===== config.mk =====
export PLATFORM = sky130hd
export DESIGN_NAME = stsi_cmp
export DESIGN_NICKNAME = d
export VERILOG_FILES = /design/src/rtl/core/stsi_pkg.sv /design/src/rtl/core/stsi_cmp.sv
export SDC_FILE = /design/constraint.sdc
export NUM_CORES = 1
export LEC_CHECK = 0
export BUFFER_PORTS_ARGS = -buffer_cell sky130_fd_sc_hd__buf_4
export CAP_MARGIN = 25
export CORE_MARGIN = 4
export CORE_UTILIZATION = 38
export DETAILED_ROUTE_END_ITERATION = 8
export GPL_ROUTABILITY_DRIVEN = 1
export GPL_TIMING_DRIVEN = 0
export PLACE_DENSITY_LB_ADDON = 0.1
export SLEW_MARGIN = 20
export SYNTH_ARGS = -nofsm -noshare
export SYNTH_HDL_FRONTEND = slang
export SYNTH_SLANG_ARGS = --single-unit

===== constraint.sdc =====
create_clock -name vclk -period 1.79
set_input_delay 0.179 -clock vclk [all_inputs]
set_output_delay 0.179 -clock vclk [all_outputs]
set_load 0.1 [all_outputs]

===== src/rtl/core/stsi_pkg.sv =====
// ----------------------------------------------------------------------------
// stsi_pkg
// shared types and constants of the sorted table insert and search core
// ----------------------------------------------------------------------------
package stsi_pkg;

	localparam int CAPACITY = 128;
	localparam int KEY_W    = 32;
	localparam int WORD_W   = 32;
	localparam int POS_W    = 7;
	localparam int IDX_W    = $clog2(CAPACITY);
	localparam int CNT_W    = $clog2(CAPACITY + 1);
	localparam int ENTRY_W  = KEY_W + WORD_W;

	typedef enum logic [2:0] {
		S_IDLE,
		S_INS_ISSUE,
		S_INS_CHK,
		S_INS_PUT,
		S_LK_ISSUE,
		S_LK_CHK,
		S_DONE
	} state_t;

	typedef enum logic {
		ACT_INSERT = 1'b0,
		ACT_LOOKUP = 1'b1
	} action_t;

	typedef struct packed {
		logic signed [KEY_W-1:0] key;
		logic [WORD_W-1:0]       word;
	} entry_t;

	// stored key against item key
	typedef struct packed {
		logic lt;
		logic eq;
		logic gt;
	} cmp_res_t;

endpackage


===== src/rtl/core/stsi_cmp.sv =====
// ----------------------------------------------------------------------------
// stsi_cmp
// shared signed key comparator used by both insert and lookup walks
// ----------------------------------------------------------------------------
module stsi_cmp (
	input  logic signed [stsi_pkg::KEY_W-1:0] stored_key,
	input  logic signed [stsi_pkg::KEY_W-1:0] item_key,
	output stsi_pkg::cmp_res_t                res
);
	import stsi_pkg::*;

	always_comb begin
		res.lt = stored_key < item_key;
		res.eq = stored_key == item_key;
		res.gt = stored_key > item_key;
	end

endmodule


==> results_dict.tcl, run 1 <==
set metrics [dict create \
    drt_iter0_markers 12 \
    seqCellArea_um2 0 \
    floorplan.rows 16 \
    p_leak_nw 0.922 \
    yosysSeqAreaShare 0 \
    arrival_ns 2.03 \
    setup_viol 3 \
    max_slew_margin 0.793 \
    hold_path.startpoint "stored_key[31]" \
    drt-total-wl_mm 2.93 \
    dr.pass1.iters 2 \
    min_period_ns 2.21 \
    synthCells 119 \
    initial_core_util 0.414 \
    place.port_buffers 67 \
    cp_max_fo 2 \
    nNetsFinal 289 \
    antenna_cells 0 \
    failed_checks "negative setup slack" \
    grt_setup_unrepaired "true" \
    syn_to_final_growth_pct 109 \
    drc 0 \
    drive_gt1_frac 0.586 \
    cellPowerDensity_mw_per_mm2 282 \
    fin_cells 218 \
    outcome "finished with violations" \
    avgViaCountPerCell 5.10 \
    end_kind "primary output" \
    period_share 1.23 \
    crit_type "in -> out" \
    setup_slack_ns -0.418 \
    fill_cells 115 \
    grt_first_pass_wirelength_mm 4.23 \
    drv_slew 0 \
    fp.coreArea_mm2 0.00204 \
    place.detailed.hpwl_mm 2.45 \
    ys_warn_count 0 \
    tightest_slew_ns 0.308 \
    gr-usage-all-layers 0.184 \
    pin_count 67 \
    die_area_mm2 0.00304 \
    multiInputGateArea_um2 992 \
    max_freq_mhz 453 \
    cp_slowest_cell "ha_1" \
    synth_cell_types 23 \
    worstSetupStartpointType "primary input" \
    syn_avg_cell_area_um2 7.10 \
    layout_commonest_cell "buf_4" \
    n_clock_buffer 0 \
    grt_max_degree 6 \
    hold_viol_final 0 \
    max-cap-violations 0 \
    placed_cells_incl_taps 213 \
    max_stage_delay_ns 0.31 \
    grt.overflow.total 0 \
    final_cell_mix "buf_4, inv_1, ha_1, ha_4, nand2_1" \
    ir_drop_v 0.000236 \
    startpoint "stored_key[6]" \
    hold_class "in -> out" \
    crit_buf_inv 2 \
    place_ws_ns -0.636 \
    vias 1112 \
    die_y_um 55.1 \
    antenna_found_initial 0 \
    antenna_left 0 \
    netlist_area_um2 845 \
    placedInstanceArea_mm2 0.00156 \
    grt_pass1_vias 1155 \
    dieWidth_um 55.1 \
    crit_chain "buf_4, ha_1, nand2_2, o21ai_2, a221o_1, a211o_1, a21oi_4, mux2i_4, buf_12" \
    routedWlPerCell_um 13.4 \
    cp_top_family "compound AO/OA/AOI/OAI gates" \
    gp_congestion 0.731 \
    synth_nets 215 \
    fin_area_mm2 0.00176 \
    design.seq.count 0 \
    critPathRequiredTime_ns 1.61 \
]
[cell families after synthesis]
family | Yosys count | share of synthesized area
AOI/OAI and AO/OA | 25 | 0.190
adders and majority gates | 32 | 0.474
buffers and inverters | 34 | 0.151
muxes | 2 | 0.0237
and+or+nand+nor | 26 | 0.162
[layout make-up]
cell class	instances	share of cell area
Tap cell	27	0.0192
Multi-Input combinational cell	85	0.563
Inverter	34	0.0810
Timing Repair Buffer	72	0.337
[final timing paths]
check	to	slack [ns]	depth (start not counted)
max	res[0]	-0.42	9
min	res[2]	0.92	4
[where the power goes]
part           total, mW  leakage [nW]  internal [mW]  switching, mW
logic              0.496         0.922          0.262          0.234
clock network          0             0              0              0
registers              0             0              0              0
[per-layer routing]
layer,track usage,wire length [µm],up-vias,share of wire
li1,-,-,563,-
met1,0.149,872,497,0.30
met2,0.433,1770,42,0.60
met3,0.0107,184,10,0.063
met4,0.0567,104,0,0.035
met5,0,0,-,0
[tightest hold or removal path: stages]
cell	delay (ns)
buf_4	0.08
ha_2	0.22
mux2i_4	0.09
buf_12	0.16
[through the flow]
stage | setup TNS, ns | hold slack [ns] | power (mW) | utilization
after floorplan | -1.05 | 0.804 | 0.236 | -
after global placement | -1.47 | 0.974 | 0.386 | 0.764
after detailed placement | -1.55 | 0.987 | 0.408 | 0.764
after CTS | -1.10 | 0.943 | 0.467 | 0.825
after global routing | -1.09 | 0.942 | 0.542 | 0.863
final | -0.874 | 0.917 | 0.496 | 0.863
[repair_timing]
item / CTS / global route
hold buffers: 0 / 0
buffers inserted: 3 / 2
gates resized for setup: 22 / 13
pin swaps: 21 / 7
setup endpoints to repair: 3 / 3
[cells in the mapped netlist]
| cell type | number | share of area |
|---|---|---|
| nand2b_1 | 1 | 0.0074 |
| a221o_1 | 1 | 0.012 |
| o21ai_0 | 3 | 0.018 |
| nor4_1 | 3 | 0.022 |
| and4_1 | 1 | 0.010 |
| mux2i_1 | 2 | 0.024 |
| nor2b_1 | 1 | 0.0074 |
| nor2_1 | 2 | 0.0089 |
| ha_1 | 32 | 0.47 |
| a211o_1 | 1 | 0.010 |
| nand3_1 | 3 | 0.018 |
| nand2_1 | 8 | 0.036 |
| a21oi_2 | 3 | 0.031 |
| a211oi_1 | 1 | 0.0089 |
| and3_1 | 1 | 0.0074 |
| a2111oi_0 | 1 | 0.010 |
| o21ai_1 | 2 | 0.012 |
| o31ai_1 | 1 | 0.0089 |
| inv_1 | 34 | 0.15 |
| a21oi_1 | 9 | 0.053 |
| a31oi_1 | 1 | 0.0074 |
| a21o_1 | 2 | 0.018 |
| nand4_1 | 6 | 0.044 |
No activity file was read; power rests on OpenSTA's default activity.
==> run 2, diff against run 1 <==
--- a/config.mk
+++ b/config.mk
@@ -7,8 +7,10 @@
 export LEC_CHECK = 0
 export BUFFER_PORTS_ARGS = -buffer_cell sky130_fd_sc_hd__buf_4
 export CAP_MARGIN = 25
+export CELL_PAD_IN_SITES_DETAIL_PLACEMENT = 0
+export CELL_PAD_IN_SITES_GLOBAL_PLACEMENT = 2
 export CORE_MARGIN = 4
-export CORE_UTILIZATION = 38
+export CORE_UTILIZATION = 18
 export DETAILED_ROUTE_END_ITERATION = 8
 export GPL_ROUTABILITY_DRIVEN = 1
 export GPL_TIMING_DRIVEN = 0
==> results_dict.tcl, run 2 (synthesis results as in run 1) <==
set metrics [dict create \
    floorplan.rows 24 \
    fill_cells 450 \
    critPathRequiredTime_ns 1.61 \
    multiInputGateArea_mm2 0.00102 \
    routedWlPerCell_um 10.9 \
    p_leak_nw 0.929 \
    initial_core_util 0.190 \
    tightest_slew_ns 0.472 \
    dr.max_layer_used "met3" \
    grt_max_degree 6 \
    cellPowerDensity_mw_per_mm2 266 \
    place.port_buffers 67 \
    final_cell_mix "buf_4, inv_1, ha_1, ha_4, buf_6" \
    fp.coreArea_mm2 0.00444 \
    setup_viol 3 \
    max_freq_mhz 460 \
    min_period_ns 2.17 \
    hold_viol_final 0 \
    worstSetupStartpointType "primary input" \
    place.detailed.hpwl_mm 2.47 \
    crit_type "in -> out" \
    design.seq.count 0 \
    cp_max_fo 3 \
    seqCellArea_um2 0 \
    dieWidth_um 76.5 \
    m1WireLength_um 976 \
    wl_met2_mm 1.48 \
    grt.overflow.total 0 \
    layout_commonest_cell "buf_4" \
    arrival_ns 1.99 \
    dr_wl_met3_um 178 \
    pin_count 67 \
    hold_path.startpoint "stored_key[31]" \
    startpoint "item_key[19]" \
    grt_first_pass_wirelength_mm 4.63 \
    avgViaCountPerCell 4.42 \
    setup_slack_ns -0.382 \
    drv_slew 0 \
    syn_to_final_growth_pct 118 \
    antenna_left 0 \
    drc 0 \
    ir_drop_v 0.0000902 \
    fin_area_mm2 0.00184 \
    drt_iter0_markers 11 \
    antenna_found_initial 0 \
    gp_congestion 0.759 \
    outcome "finished with violations" \
    n_clock_buffer 0 \
    end_kind "primary output" \
    max_slew_margin 0.682 \
    placedInstanceArea_mm2 0.00159 \
    die_area_mm2 0.00585 \
    gr-usage-all-layers 0.0883 \
    grt_setup_unrepaired "true" \
    vias 1073 \
    place_ws_ns -0.701 \
    dr.pass1.iters 4 \
    drt-total-wl_mm 2.64 \
    grt_pass1_vias 1157 \
    antenna_cells 0 \
    nNetsFinal 289 \
    hold_class "in -> out" \
    failed_checks "negative setup slack" \
    die_y_um 76.5 \
    period_share 1.21 \
    drive_gt1_frac 0.607 \
    max-cap-violations 0 \
]
[run 2: per-layer routing]
metal	up-vias	track usage
li1	559	-
met5	-	0
met3	0	0.0142
met4	0	0
met2	34	0.179
met1	480	0.101
[run 2: path summary, 6_finish.rpt]
kind	endpoint	slack [ns]	cells after the start
max	res[2]	-0.38	10
min	res[2]	0.91	4
[run 2: critical path: stages]
cell       delay, ns
buf_4           0.11
inv_1           0.08
ha_4            0.21
a21oi_2         0.14
o21ai_2         0.09
a2111oi_4       0.37
o31ai_2         0.12
a21oi_4         0.21
mux2i_4         0.29
buf_12          0.20
[run 2: cell type report]
class	instances	share of cell area
inverter	34	0.0774
timing repair buffer	72	0.335
tap	52	0.0353
multi-input combinational	85	0.552
[run 2: repair_timing]
action / in CTS / in global routing
buffers inserted: 4 / 1
gates resized for setup: 41 / 3
endpoints found under the setup margin: 3 / 3
pin swaps: 26 / 6
hold buffers: 0 / 0
[run 2: report_power, final]
part / total (mW) / switching [mW] / internal (mW)
Combinational: 0.491 / 0.225 / 0.266
Sequential: 0 / 0 / 0
Clock: 0 / 0 / 0
Total: 0.491 / 0.225 / 0.266
[run 2: stage by stage]
| step | TNS (ns) | total power, mW | instances | utilization | hold WS (ns) |
|---|---|---|---|---|---|
| after detailed placement | -1.65 | 0.405 | 238 | 0.358 | 0.992 |
| final | -0.800 | 0.491 | 243 | 0.415 | 0.913 |
| after floorplan | -1.05 | 0.236 | 119 | - | 0.804 |
| after global routing | -1.06 | 0.547 | 243 | 0.415 | 0.942 |
| after global placement | -1.63 | 0.399 | 238 | 0.358 | 0.996 |
| after CTS | -0.887 | 0.490 | 242 | 0.408 | 0.916 |
